`src/rtl/lcp_pkg.sv`:
```
// Shared constants, status codes and scan flag type of the pinned-entry LRU cache.
// Used by lcp_scan and lru_cache_with_pinned_entries_top; no dependencies.
package lcp_pkg;

    // Default geometry of the cache
    localparam int DEF_ENTRIES   = 16;
    localparam int DEF_KEY_BITS  = 32;
    localparam int DEF_TIME_BITS = 32;

    // Fixed field widths
    localparam int LIMIT_BITS    = 5;
    localparam int USER_BITS     = 8;
    localparam int STATUS_BITS   = 3;
    localparam int SLOT_OUT_BITS = 4;
    localparam int EVK_OUT_BITS  = 32;

    localparam logic [LIMIT_BITS-1:0] LIMIT_RESET = 5'd16;
    localparam logic [USER_BITS-1:0]  USER_MAX    = 8'hFF;
    localparam logic [USER_BITS-1:0]  USER_ONE    = 8'h01;

    // Commands
    localparam logic CMD_REQUEST = 1'b0;
    localparam logic CMD_RELEASE = 1'b1;

    typedef logic [STATUS_BITS-1:0] t_status;

    // Result status codes
    localparam t_status ST_HIT       = 3'd0;
    localparam t_status ST_INSERTED  = 3'd1;
    localparam t_status ST_INS_EVICT = 3'd2;
    localparam t_status ST_LOAD_FAIL = 3'd3;
    localparam t_status ST_PINNED    = 3'd4;
    localparam t_status ST_RELEASED  = 3'd5;
    localparam t_status ST_REL_MISS  = 3'd6;

    // Outcome of one pass over the entry memory
    typedef struct packed {
        logic done;    // pass finished, fields below are stable
        logic hit;     // a valid entry holds the key
        logic victim;  // a valid entry with no users exists
        logic free;    // an invalid slot exists
    } t_scan_flags;

endpackage

```
`src/rtl/lru_cache_with_pinned_entries_top.sv`:
```
// Top level of the pinned-entry LRU cache: valid bits, fill count, control FSM.
// Depends on lcp_pkg, lcp_entry_ram and lcp_scan.
//
// A transaction is taken when start is high and busy is low; each one returns exactly
// one result, shown for a single cycle with o_valid, which the receiver must take.
// Every transaction makes one pass over the entry memory, one slot per cycle through
// its single read port, and the block stays busy until its result is given. A missed
// request that must evict more than once, after cache_limit was lowered, makes one
// more pass per extra eviction. Valid bits are flip-flops cleared by reset, so no
// clearing pass is needed.
// cache_limit may be written any time the block is idle; 0 acts as 1, values above
// ENTRIES act as ENTRIES.
module lru_cache_with_pinned_entries_top #(
    parameter int ENTRIES   = lcp_pkg::DEF_ENTRIES,
    parameter int KEY_BITS  = lcp_pkg::DEF_KEY_BITS,
    parameter int TIME_BITS = lcp_pkg::DEF_TIME_BITS
) (
    input  logic                             i_clk,
    input  logic                             i_rst_n,
    input  logic                             start,
    output logic                             busy,
    input  logic                             i_cmd,
    input  logic [KEY_BITS-1:0]              i_key,
    input  logic [TIME_BITS-1:0]             i_now,
    input  logic                             i_load_ok,
    input  logic                             i_cfg_valid,
    output logic                             o_cfg_ready,
    input  logic [lcp_pkg::LIMIT_BITS-1:0]   i_cfg_data,
    output logic                             o_valid,
    output lcp_pkg::t_status                 o_status,
    output logic [lcp_pkg::SLOT_OUT_BITS-1:0] o_slot,
    output logic [lcp_pkg::EVK_OUT_BITS-1:0] o_evicted_key
);

    localparam int IDX_W  = $clog2(ENTRIES);
    localparam int CNT_W  = $clog2(ENTRIES + 1);
    localparam int CMP_W  = (CNT_W > lcp_pkg::LIMIT_BITS) ? CNT_W : lcp_pkg::LIMIT_BITS;
    localparam int WORD_W = KEY_BITS + TIME_BITS + lcp_pkg::USER_BITS;
    localparam int SLOT_W = lcp_pkg::SLOT_OUT_BITS;
    localparam int EVK_W  = lcp_pkg::EVK_OUT_BITS;

    localparam logic S_IDLE = 1'b0;
    localparam logic S_SCAN = 1'b1;

    logic                          r_state;
    logic [ENTRIES-1:0]            r_valid;
    logic [CNT_W-1:0]              r_count;
    logic [lcp_pkg::LIMIT_BITS-1:0] r_limit;
    logic                          r_cmd;
    logic [KEY_BITS-1:0]           r_key;
    logic [TIME_BITS-1:0]          r_now;
    logic                          r_load_ok;
    logic                          r_evicted;
    logic [KEY_BITS-1:0]           r_evk;
    logic                          r_out_valid;
    lcp_pkg::t_status              r_out_status;
    logic [SLOT_W-1:0]             r_out_slot;
    logic [EVK_W-1:0]              r_out_evk;

    logic                          accept;
    logic                          scan_start;
    logic                          scan_end;
    lcp_pkg::t_scan_flags          flags;
    logic [IDX_W-1:0]              raddr;
    logic [WORD_W-1:0]             rdata;
    logic [IDX_W-1:0]              hit_idx;
    logic [TIME_BITS-1:0]          hit_time;
    logic [lcp_pkg::USER_BITS-1:0] hit_users;
    logic [IDX_W-1:0]              vic_idx;
    logic [KEY_BITS-1:0]           vic_key;
    logic [IDX_W-1:0]              free_idx;

    logic [CMP_W-1:0]              cnt_ext;
    logic [CMP_W-1:0]              lim_ext;
    logic [CMP_W-1:0]              eff_lim;
    logic                          at_limit;
    logic                          still_full;

    logic                          finish;
    logic                          rescan;
    logic                          evict;
    logic                          insert;
    logic                          we;
    logic [IDX_W-1:0]              waddr;
    logic [WORD_W-1:0]             wdata;
    logic [IDX_W-1:0]              ins_idx;
    lcp_pkg::t_status              res_status;
    logic [IDX_W-1:0]              res_idx;
    logic [KEY_BITS-1:0]           res_evk;
    logic [SLOT_W+IDX_W-1:0]       slot_wide;
    logic [EVK_W+KEY_BITS-1:0]     evk_wide;
    logic [CNT_W-1:0]              n_count;
    logic [ENTRIES-1:0]            n_valid;

    assign accept      = start && !busy;
    assign busy        = (r_state != S_IDLE);
    assign o_cfg_ready = 1'b1;
    assign scan_start  = accept || rescan;
    assign scan_end    = (r_state == S_SCAN) && flags.done;

    lcp_entry_ram #(
        .DEPTH (ENTRIES),
        .WIDTH (WORD_W)
    ) u_ram (
        .i_clk   (i_clk),
        .i_we    (we),
        .i_waddr (waddr),
        .i_wdata (wdata),
        .i_raddr (raddr),
        .o_rdata (rdata)
    );

    lcp_scan #(
        .ENTRIES   (ENTRIES),
        .KEY_BITS  (KEY_BITS),
        .TIME_BITS (TIME_BITS)
    ) u_scan (
        .i_clk       (i_clk),
        .i_rst_n     (i_rst_n),
        .i_start     (scan_start),
        .i_key       (r_key),
        .i_valid     (r_valid),
        .i_rdata     (rdata),
        .o_raddr     (raddr),
        .o_flags     (flags),
        .o_hit_idx   (hit_idx),
        .o_hit_time  (hit_time),
        .o_hit_users (hit_users),
        .o_vic_idx   (vic_idx),
        .o_vic_key   (vic_key),
        .o_free_idx  (free_idx)
    );

    // Clamp the limit into 1..ENTRIES and compare against the fill count
    always_comb begin
        cnt_ext = CMP_W'(r_count);
        lim_ext = CMP_W'(r_limit);
        if (lim_ext == '0) begin
            eff_lim = CMP_W'(1);
        end else if (lim_ext > CMP_W'(ENTRIES)) begin
            eff_lim = CMP_W'(ENTRIES);
        end else begin
            eff_lim = lim_ext;
        end
        at_limit   = (cnt_ext >= eff_lim);
        still_full = ((cnt_ext - 1'b1) >= eff_lim);
    end

    // Insert into the lowest free slot, counting a slot freed in this same cycle
    assign ins_idx = (flags.free && (free_idx < vic_idx)) ? free_idx : vic_idx;

    // Decide the outcome at the end of a pass
    always_comb begin
        finish     = 1'b0;
        rescan     = 1'b0;
        evict      = 1'b0;
        insert     = 1'b0;
        we         = 1'b0;
        waddr      = hit_idx;
        wdata      = {r_key, r_now, lcp_pkg::USER_ONE};
        res_status = lcp_pkg::ST_LOAD_FAIL;
        res_idx    = '0;
        res_evk    = '0;
        if (scan_end) begin
            if (r_cmd == lcp_pkg::CMD_RELEASE) begin
                finish = 1'b1;
                if (flags.hit) begin
                    we    = 1'b1;
                    wdata = {r_key, hit_time,
                             (hit_users == '0) ? hit_users : hit_users - 1'b1};
                    res_status = lcp_pkg::ST_RELEASED;
                    res_idx    = hit_idx;
                end else begin
                    res_status = lcp_pkg::ST_REL_MISS;
                end
            end else if (flags.hit) begin
                finish = 1'b1;
                we     = 1'b1;
                wdata  = {r_key, r_now,
                          (hit_users == lcp_pkg::USER_MAX) ? hit_users : hit_users + 1'b1};
                res_status = lcp_pkg::ST_HIT;
                res_idx    = hit_idx;
            end else if (!r_load_ok) begin
                finish     = 1'b1;
                res_status = lcp_pkg::ST_LOAD_FAIL;
            end else if (at_limit) begin
                if (flags.victim) begin
                    evict = 1'b1;
                    if (still_full) begin
                        rescan = 1'b1;
                    end else begin
                        finish     = 1'b1;
                        insert     = 1'b1;
                        we         = 1'b1;
                        waddr      = ins_idx;
                        res_status = lcp_pkg::ST_INS_EVICT;
                        res_idx    = ins_idx;
                        res_evk    = r_evicted ? r_evk : vic_key;
                    end
                end else begin
                    finish     = 1'b1;
                    res_status = lcp_pkg::ST_PINNED;
                end
            end else begin
                finish     = 1'b1;
                insert     = 1'b1;
                we         = 1'b1;
                waddr      = free_idx;
                res_idx    = free_idx;
                res_status = r_evicted ? lcp_pkg::ST_INS_EVICT : lcp_pkg::ST_INSERTED;
                res_evk    = r_evicted ? r_evk : '0;
            end
        end
    end

    // Fit the slot index and key to the result field widths
    assign slot_wide = {{SLOT_W{1'b0}}, res_idx};
    assign evk_wide  = {{EVK_W{1'b0}}, res_evk};
    assign n_count   = r_count - CNT_W'(evict) + CNT_W'(insert);

    // Drop the evicted slot, then mark the inserted one
    always_comb begin
        n_valid = r_valid;
        if (evict) begin
            n_valid[vic_idx] = 1'b0;
        end
        if (insert) begin
            n_valid[waddr] = 1'b1;
        end
    end

    // Control state: FSM, valid bits, fill count, limit register, result strobe
    always_ff @(posedge i_clk) begin
        if (!i_rst_n) begin
            r_state     <= S_IDLE;
            r_valid     <= '0;
            r_count     <= '0;
            r_limit     <= lcp_pkg::LIMIT_RESET;
            r_evicted   <= 1'b0;
            r_out_valid <= 1'b0;
        end else begin
            r_out_valid <= finish;
            if (i_cfg_valid && o_cfg_ready) begin
                r_limit <= i_cfg_data;
            end
            unique case (r_state)
                S_IDLE: begin
                    if (accept) begin
                        r_state   <= S_SCAN;
                        r_evicted <= 1'b0;
                    end
                end
                S_SCAN: begin
                    if (finish) begin
                        r_state <= S_IDLE;
                    end
                    if (evict) begin
                        r_evicted <= 1'b1;
                    end
                end
                default: r_state <= S_IDLE;
            endcase
            r_count <= n_count;
            r_valid <= n_valid;
        end
    end

    // Hold the transaction fields, the first evicted key and the result payload
    always_ff @(posedge i_clk) begin
        if (accept) begin
            r_cmd     <= i_cmd;
            r_key     <= i_key;
            r_now     <= i_now;
            r_load_ok <= i_load_ok;
        end
        if (evict && !r_evicted) begin
            r_evk <= vic_key;
        end
        if (finish) begin
            r_out_status <= res_status;
            r_out_slot   <= slot_wide[SLOT_W-1:0];
            r_out_evk    <= evk_wide[EVK_W-1:0];
        end
    end

    assign o_valid       = r_out_valid;
    assign o_status      = r_out_status;
    assign o_slot        = r_out_slot;
    assign o_evicted_key = r_out_evk;

    // Fill count tracks the valid bits
    a_count_matches: assert property (@(posedge i_clk) disable iff (!i_rst_n)
        r_count == CNT_W'($countones(r_valid)))
        else $error("fill count differs from number of valid entries");

    // A result only closes a transaction that was in progress
    a_result_after_busy: assert property (@(posedge i_clk) disable iff (!i_rst_n)
        o_valid |-> $past(busy))
        else $error("result strobe without a transaction in progress");

    // An accepted transaction occupies the block
    a_accept_busy: assert property (@(posedge i_clk) disable iff (!i_rst_n)
        accept |=> busy)
        else $error("block not busy after accepting a transaction");

    // Pinned outcome reports no slot and no evicted key
    a_pinned_fields: assert property (@(posedge i_clk) disable iff (!i_rst_n)
        (o_valid && (o_status == lcp_pkg::ST_PINNED)) |-> (o_slot == '0 && o_evicted_key == '0))
        else $error("all-pinned result carries slot or evicted key");

    // An insertion never targets a slot that stays valid
    a_insert_free: assert property (@(posedge i_clk) disable iff (!i_rst_n)
        (insert && !evict) |-> !r_valid[waddr])
        else $error("insertion into an occupied slot");

endmodule

```
`src/rtl/lcp_entry_ram.sv`:
```
// Entry memory: one write port, one read port, registered read data.
// Generic; no package dependencies.
module lcp_entry_ram #(
    parameter int DEPTH = 16,
    parameter int WIDTH = 72,
    localparam int ADDR_W = $clog2(DEPTH)
) (
    input  logic              i_clk,
    input  logic              i_we,
    input  logic [ADDR_W-1:0] i_waddr,
    input  logic [WIDTH-1:0]  i_wdata,
    input  logic [ADDR_W-1:0] i_raddr,
    output logic [WIDTH-1:0]  o_rdata
);

    logic [WIDTH-1:0] r_mem [DEPTH];
    logic [WIDTH-1:0] r_rdata;

    // Write, and read through an output register
    always_ff @(posedge i_clk) begin
        if (i_we) begin
            r_mem[i_waddr] <= i_wdata;
        end
        r_rdata <= r_mem[i_raddr];
    end

    assign o_rdata = r_rdata;

endmodule

```
`src/rtl/lcp_scan.sv`:
```
// Scan engine: walks the entry memory once per pass, one slot a cycle, and finds
// the matching key, the oldest unpinned entry and the lowest free slot. Uses lcp_pkg.
module lcp_scan #(
    parameter int ENTRIES   = 16,
    parameter int KEY_BITS  = 32,
    parameter int TIME_BITS = 32,
    localparam int IDX_W  = $clog2(ENTRIES),
    localparam int WORD_W = KEY_BITS + TIME_BITS + lcp_pkg::USER_BITS
) (
    input  logic                            i_clk,
    input  logic                            i_rst_n,
    input  logic                            i_start,
    input  logic [KEY_BITS-1:0]             i_key,
    input  logic [ENTRIES-1:0]              i_valid,
    input  logic [WORD_W-1:0]               i_rdata,
    output logic [IDX_W-1:0]                o_raddr,
    output lcp_pkg::t_scan_flags            o_flags,
    output logic [IDX_W-1:0]                o_hit_idx,
    output logic [TIME_BITS-1:0]            o_hit_time,
    output logic [lcp_pkg::USER_BITS-1:0]   o_hit_users,
    output logic [IDX_W-1:0]                o_vic_idx,
    output logic [KEY_BITS-1:0]             o_vic_key,
    output logic [IDX_W-1:0]                o_free_idx
);

    localparam logic [IDX_W-1:0] LAST_IDX = IDX_W'(ENTRIES - 1);

    logic                          r_active;
    logic [IDX_W-1:0]              r_addr;
    logic                          r_cmp_vld;
    logic [IDX_W-1:0]              r_cmp_idx;
    logic                          r_done;
    logic                          r_hit;
    logic                          r_vic;
    logic                          r_free;
    logic [IDX_W-1:0]              r_hit_idx;
    logic [TIME_BITS-1:0]          r_hit_time;
    logic [lcp_pkg::USER_BITS-1:0] r_hit_users;
    logic [IDX_W-1:0]              r_vic_idx;
    logic [KEY_BITS-1:0]           r_vic_key;
    logic [TIME_BITS-1:0]          r_vic_time;
    logic [IDX_W-1:0]              r_free_idx;

    logic [KEY_BITS-1:0]           rd_key;
    logic [TIME_BITS-1:0]          rd_time;
    logic [lcp_pkg::USER_BITS-1:0] rd_users;
    logic                          cmp_valid;
    logic                          is_match;
    logic                          is_cand;
    logic                          is_free;

    // Unpack the entry word that arrives for the slot under compare
    assign rd_key    = i_rdata[WORD_W-1 -: KEY_BITS];
    assign rd_time   = i_rdata[lcp_pkg::USER_BITS +: TIME_BITS];
    assign rd_users  = i_rdata[lcp_pkg::USER_BITS-1:0];
    assign cmp_valid = i_valid[r_cmp_idx];

    // Lowest match, oldest unpinned (strict less keeps the lowest slot), lowest free
    assign is_match = r_cmp_vld && cmp_valid && !r_hit && (rd_key == i_key);
    assign is_cand  = r_cmp_vld && cmp_valid && (rd_users == '0) &&
                      (!r_vic || (rd_time < r_vic_time));
    assign is_free  = r_cmp_vld && !cmp_valid && !r_free;

    assign o_raddr = r_addr;

    // Sequence the address counter and the found flags
    always_ff @(posedge i_clk) begin
        if (!i_rst_n) begin
            r_active  <= 1'b0;
            r_addr    <= '0;
            r_cmp_vld <= 1'b0;
            r_done    <= 1'b0;
            r_hit     <= 1'b0;
            r_vic     <= 1'b0;
            r_free    <= 1'b0;
        end else begin
            r_cmp_vld <= r_active;
            r_done    <= r_cmp_vld && (r_cmp_idx == LAST_IDX);
            if (i_start) begin
                r_active <= 1'b1;
                r_addr   <= '0;
                r_hit    <= 1'b0;
                r_vic    <= 1'b0;
                r_free   <= 1'b0;
            end else begin
                if (r_active) begin
                    if (r_addr == LAST_IDX) begin
                        r_active <= 1'b0;
                    end else begin
                        r_addr <= r_addr + 1'b1;
                    end
                end
                if (is_match) r_hit  <= 1'b1;
                if (is_cand)  r_vic  <= 1'b1;
                if (is_free)  r_free <= 1'b1;
            end
        end
    end

    // Capture the payload of each candidate
    always_ff @(posedge i_clk) begin
        r_cmp_idx <= r_addr;
        if (is_match) begin
            r_hit_idx   <= r_cmp_idx;
            r_hit_time  <= rd_time;
            r_hit_users <= rd_users;
        end
        if (is_cand) begin
            r_vic_idx  <= r_cmp_idx;
            r_vic_key  <= rd_key;
            r_vic_time <= rd_time;
        end
        if (is_free) begin
            r_free_idx <= r_cmp_idx;
        end
    end

    assign o_flags.done   = r_done;
    assign o_flags.hit    = r_hit;
    assign o_flags.victim = r_vic;
    assign o_flags.free   = r_free;
    assign o_hit_idx      = r_hit_idx;
    assign o_hit_time     = r_hit_time;
    assign o_hit_users    = r_hit_users;
    assign o_vic_idx      = r_vic_idx;
    assign o_vic_key      = r_vic_key;
    assign o_free_idx     = r_free_idx;

endmodule

```
`config.mk`:
```
export PLATFORM = sky130hd
export DESIGN_NAME = lru_cache_with_pinned_entries_top
export DESIGN_NICKNAME = d
export VERILOG_FILES = /design/src/rtl/lcp_pkg.sv /design/src/rtl/lru_cache_with_pinned_entries_top.sv /design/src/rtl/lcp_entry_ram.sv /design/src/rtl/lcp_scan.sv
export SDC_FILE = /design/constraint.sdc
export NUM_CORES = 2
export LEC_CHECK = 0
export ABC_CLOCK_PERIOD_IN_PS = 7800
export BUFFER_PORTS_ARGS = -buffer_cell sky130_fd_sc_hd__buf_2
export CORE_MARGIN = 1.5
export CORE_UTILIZATION = 51
export DETAILED_ROUTE_END_ITERATION = 8
export HOLD_SLACK_MARGIN = 0.02
export PLACE_DENSITY_LB_ADDON = 0.12
export SLEW_MARGIN = 20
export SYNTH_ARGS = -nofsm -noshare
export SYNTH_HDL_FRONTEND = slang
export SYNTH_HIERARCHICAL = 1
export SYNTH_SLANG_ARGS = --single-unit
```
`constraint.sdc`:
```
create_clock -name i_clk -period 7.8 [get_ports i_clk]
set_clock_uncertainty 0.05 [all_clocks]
set_input_delay 0.78 -clock i_clk [delete_from_list [all_inputs] [get_ports i_clk]]
set_output_delay 0.78 -clock i_clk [all_outputs]
set_load 0.03 [all_outputs]
```
[Word level (Yosys, flattened, before mapping)]
Memories as Yosys holds them, arrays and structs flattened. A register that Yosys moved wholly into a read port is not among the register bits.
Cells that the tools add are included.
Operators by class
  add/subtract/negate cells: 6
  multipliers: 0
  divide/modulo/power cells: 0
  magnitude comparators: 10
  eq/ne operators: 6
  shift operators: 0
  mux-type cells: 85
  bitwise gates (word level): 8
  reduce and logical (&&, ||, !) cells: 29
Operators by type and width (count)
  $mux W32: 5
  $mux W40: 3
  $mux W4: 15
  $mux W1: 43
  $eq A32 B32 Y1: 1
  $lt A32 B32 Y1: 1
  $mux W16: 2
  $mux W8: 3
  $and A16 B16 Y16: 1
  $logic_not A8 Y1: 2
  $not A16 Y16: 1
  $or A16 B16 Y16: 1
  $lt A4 B5 Y1 const B: 3
  $mux W3: 5
  $logic_and A1 B1 Y1: 14
  $ge A5 B5 Y1: 2
  $mux W5: 2
  $add A8 B1 Y8 const B: 1
  $demux W1 S4: 2
  $eq A4 B4 Y1 const B: 2
  $eq A8 B8 Y1 const B: 1
  $ge A4 B1 Y1 const B: 2
  $sub A8 B1 Y8 const B: 1
  $logic_not A1 Y1: 6
  17 further kinds: 25
Storage, ports and cells
  bits in registers: 296
  latch bits: 0
  bits in writable memories: 1152
  ROM bits: 0
  bits of input ports: 75
  output and inout bits: 42
  logic and storage cells: 174
  memories kept: 1
Memory list
  u_ram.r_mem: words 16, width 72, rd ports 1, clocked after Yosys merged registers in 1, wr ports 1, RTL line lcp_entry_ram.sv:16  | logic [WIDTH-1:0] r_mem [DEPTH];

[Depth between registers and ports, before layout]
  word-level depth: 17
  mapped depth: 23
  gate-level depth less buffers: 21

[By module]
The synthesis kept the hierarchy.
By module, submodules not included
  lcp_entry_ram: instances 1, cells an instance 1850, area each 44550.2 um2, seq. area each 36034.6 um2
  lru_cache_with_pinned_entries_top: instances 1, cells an instance 606, area each 7558.5 um2, seq. area each 4694.5 um2
  lcp_scan: instances 1, cells an instance 327, area each 5251.3 um2, seq. area each 3763.6 um2

[Least setup slack after synthesis]
OpenSTA, ideal clock, no wires.
  kind: flip-flop to flip-flop
  start point: reg r_count[1], in the netlist cnt_ext[1]
  end point: mem u_ram.r_mem[0][0] (enable)
  setup time: 0.590 ns
  arrival: 7.973 ns
  slack: -0.814 ns
  cell stages (with the launch flop): 15
  path buffers: 0
  period minus slack after synthesis: 8.614 ns
  cells stage by stage: dfxtp_1 inv_1 ha_1 nand2_1 nand2_1 xnor2_1 ha_1 a21oi_2 a21boi_1 nor3_1 a22oi_1 a211oi_2 inv_2 or3b_2 nor3_1
RTL lines
  start, declared: RTL line lru_cache_with_pinned_entries_top.sv:47  | logic [CNT_W-1:0] r_count;
  start signal, assigned: RTL line lru_cache_with_pinned_entries_top.sv:263  | r_count <= n_count;
  $sub A5 B1 Y5: RTL line lru_cache_with_pinned_entries_top.sv:146  | still_full = ((cnt_ext - 1'b1) >= eff_lim);
  $ge A5 B5 Y1: RTL line lru_cache_with_pinned_entries_top.sv:146
  $mux W4: RTL line lru_cache_with_pinned_entries_top.sv:189  | if (still_full) begin
  $mux W4: RTL line lru_cache_with_pinned_entries_top.sv:187  | if (flags.victim) begin
  $mux W4 (*): RTL line lru_cache_with_pinned_entries_top.sv:186  | end else if (at_limit) begin
  $mux W4 (*): RTL line lru_cache_with_pinned_entries_top.sv:183  | end else if (!r_load_ok) begin
  $mux W4 (*): RTL line lru_cache_with_pinned_entries_top.sv:176  | end else if (flags.hit) begin
  $mux W4 (*): RTL line lru_cache_with_pinned_entries_top.sv:165  | if (r_cmd == lcp_pkg::CMD_RELEASE) begin
  $mux W4 (*): RTL line lru_cache_with_pinned_entries_top.sv:164  | if (scan_end) begin
  via waddr[3]: RTL line lru_cache_with_pinned_entries_top.sv:84  | logic [IDX_W-1:0] waddr;
  end, declared: RTL line lcp_entry_ram.sv:16
Mark *: on every way through the listed nets, which the timed path passes. The rest lies on a longest branch.

[Final worst setup path]
  start point: reg r_count[1], in the netlist cnt_ext[1]
  end point: mem u_ram.r_mem[3][28] (enable)
Same word-level chain as after synthesis.

==> flow_summary.json <==
{
  "synth_top_area_share": 0.736,
  "path_class": "reg -> reg",
  "dieHeight_um": 338,
  "yosysTopAreaCell": "edfxtp_1",
  "synthFlopType": "edfxtp_1",
  "wirelength_um": 125000,
  "grt_pass1_wl_um": 187000,
  "grt.busiest_layer": "met2",
  "cts_root_buf": "clkbuf_16",
  "clk_latency_ps": 750,
  "crit_path_end": "u_ram/r_mem[3][28]",
  "stdcell_count": 4589,
  "grtUsageMet2": 0.356,
  "drcViolationCount": 0,
  "setup_tns_ps": 0,
  "gp_congestion": 0.796,
  "diodes": 0,
  "ir_drop_mv": 0.212,
  "grt_usage": 0.220,
  "synth.area.top_cells": "edfxtp_1, mux4_2, dfxtp_1",
  "drv_cap": 0,
  "start_util": 0.516,
  "netlist_instances": 2783,
  "reg2regPathDepth": 16,
  "num_rows": 122,
  "drive_gt1_frac": 0.245,
  "setup_ws_ps": 2200,
  "cp.arrival_ps": 5900,
  "synth_edf_count": 1405,
  "antenna_found_initial": 1,
  "dp_cells": 4310,
  "grt_pass1_vias": 28800,
  "r2r_end": "u_ram/r_mem[3][28]",
  "wl_per_cell_um": 27.3,
  "grt_max_degree": 100,
  "ctsHoldBuffers": 0,
  "hold_ws_ps": 153,
  "required_ps": 8110,
  "syn_area_per_cell_um2": 20.6,
  "ctsResizeCount": 0,
  "pre_cts_slack_ps": 2220,
  "dp_hpwl_um": 72300,
  "fillCellCount": 8172,
  "reg2reg_from": "cnt_ext[1]",
  "io_pins": 117,
  "clock.fmax_mhz": 179,
  "post_cts_buffers": 0,
  "clock_path_buffers": 3,
  "p_leak_nw": 20.6,
  "ys_types": 69,
  "path_max_fanout": 38,
  "layout_min_cycle_time_ps": 5600,
  "via_per_inst": 6.01,
  "first_pass_iters": 5,
  "final_cell_area_um2": 64700,
  "cts_made_buffers": 154,
  "nets": 3112,
  "status": "completed",
  "ant_nets": 0,
  "htreeDepth": 4,
  "hold_violations": 0,
  "slew_violations": 0,
  "vias": 27600,
  "reg2reg_slack_ps": 2200,
  "crit_path_start": "cnt_ext[1]",
  "cts_tree": "yes",
  "area_growth_syn_to_layout_pct": 12.8,
  "fp.dieW_um": 338,
  "use_met1": 0.315,
  "ys_ff_latch": 1520,
  "finalSetupViolCount": 0,
  "end_kind": "flop",
  "core_area_um2": 111000,
  "synth_nets": 2917,
  "synthesis.area_um2": 57400,
  "startpoint_type": "flop",
  "async_flop_share": 0,
  "slew_headroom": 0.293,
  "use_met3": 0.0344,
  "p_per_area_nw_per_um2": 255,
  "first_iter_violations": 2443,
  "die-area_um2": 114000,
  "cts.sinks": 1520,
  "yosysSeqAreaShare": 0.776,
  "rsz0062_at_grt": "false",
  "clk_pin_slew_ps": 60,
  "placed_area_um2": 59800,
  "holdCritPathClass": "in -> reg",
  "grt_overflow": 0,
  "fin_crit_sh": 0.718,
  "tightestPinTransition_ps": 1060,
  "ys_warn_count": 6,
  "port_buffers": 115
}
## Yosys cell counts (all sizes together), types with 2 or more instances
master,n
nor4,9
or3,8
a31oi,5
o311ai,16
o21ai,21
a21oi,62
and4,3
a22oi,148
mux2,34
nor3,12
buf,59
ha,58
xor2,20
nand2b,10
nand4,16
xnor2,21
a211oi,8
inv,57
a211o,2
o21a,5
nand3b,34
dfxtp,115
nand3,13
nand2,152
and3,6
nor2,56
mux2i,7
o41ai,16
and4b,2
and2,8
mux4,292
nor2b,6
o22ai,2
clkbuf,69
edfxtp,1405
a21o,4
or2,3
## power breakdown
part	internal, mW	total (mW)	switching [mW]
clock	4.11	7.09	2.98
combinational	0.186	0.401	0.214
sequential	8.92	9.00	0.0852
total	13.2	16.5	3.28
## flip-flops by register name, indices dropped and copies added (netlist names), 8 cells and up
| register | flops |
|---|---|
| o_evicted_key | 32 |
| r_evk | 32 |
| r_key | 32 |
| r_now | 32 |
| r_valid | 16 |
| u_ram/o_rdata | 72 |
| u_ram/r_mem | 1152 |
| u_scan/o_hit_time | 32 |
| u_scan/o_hit_users | 8 |
| u_scan/o_vic_key | 32 |
| u_scan/r_vic_time | 32 |
## stage by stage
step	total power, mW	utilization
2_1_floorplan	9.44	-
3_3_place_gp	9.57	0.538
3_5_place_dp	9.58	0.538
4_1_cts	16.7	0.582
5_1_grt	17.0	0.582
6_report	16.5	0.582
## logic make-up after synthesis
family / after synthesis / synth area share
DFF: 1520 / 0.776
and+or+nand+nor: 341 / 0.0291
muxes: 333 / 0.123
AOI/OAI and AO/OA: 302 / 0.0372
buffers and inverters: 186 / 0.0159
adders and majority gates: 59 / 0.0130
xor gates and xnor gates: 41 / 0.00626
other: 1 / 0.0000654
## metal layers
| layer | vias to the layer above | routed length, um | part of all wire |
|---|---|---|---|
| met5 | - | 14 | 0.00011 |
| met4 | 2 | 2590 | 0.021 |
| met3 | 182 | 7080 | 0.057 |
| li1 | 11800 | - | - |
| met2 | 861 | 61100 | 0.49 |
| met1 | 14700 | 54300 | 0.43 |
## worst max-delay path: stages, from the launching register on
cell	delay, ps
dfxtp_1	420
inv_1	130
ha_1	220
nand2_1	60
nand2_1	70
xnor2_1	120
ha_1	340
a21oi_2	130
a21boi_1	120
nor3_1	500
a22oi_1	210
a211oi_2	620
inv_2	250
or3b_2	630
nor2_4	110
buf_4	510
buf_4	670
## layout make-up
class	instances	area, um^2	area share
Sequential cell	1520	44500	0.688
Multi-Input combinational cell	1077	12200	0.188
Clock buffer	205	4190	0.0647
Tap cell	1488	1860	0.0288
Timing Repair Buffer	167	1080	0.0167
Clock inverter	74	679	0.0105
Inverter	58	220	0.00340
## cells in the final DEF (no fill, tap or decap), types with 8 or more instances in the layout
master	count
nor4_1	9
nor2_4	13
mux4_2	288
edfxtp_1	1405
nand2b_1	10
clkinv_1	24
buf_2	115
nand3b_1	34
o311ai_0	16
nand2_1	150
o41ai_1	16
clkinv_2	22
mux2_2	34
buf_4	43
inv_1	53
clkbuf_16	156
dfxtp_1	112
nor3_1	8
ha_1	58
inv_6	9
a21oi_1	58
clkbuf_1	39
xnor2_1	21
clkbuf_8	10
o21ai_0	19
nand3_1	13
nand4_1	16
buf_12	9
a22oi_1	148
nor2_1	40
bufinv_16	10
xor2_1	20
## how the worst min path moves through the flow
stage / from / end / depth (start not counted)
after floorplan: u_scan/o_raddr[1] / u_scan/r_cmp_idx[1] / 0
after global placement: u_ram/o_rdata[6] / u_scan/o_hit_users[6] / 0
after detailed placement: u_ram/o_rdata[6] / u_scan/o_hit_users[6] / 0
after CTS: i_key[14] / r_key[14] / 1
after global routing: i_key[22] / r_key[22] / 1
final: i_key[14] / r_key[14] / 1
(Power assumes the default switching activity.)
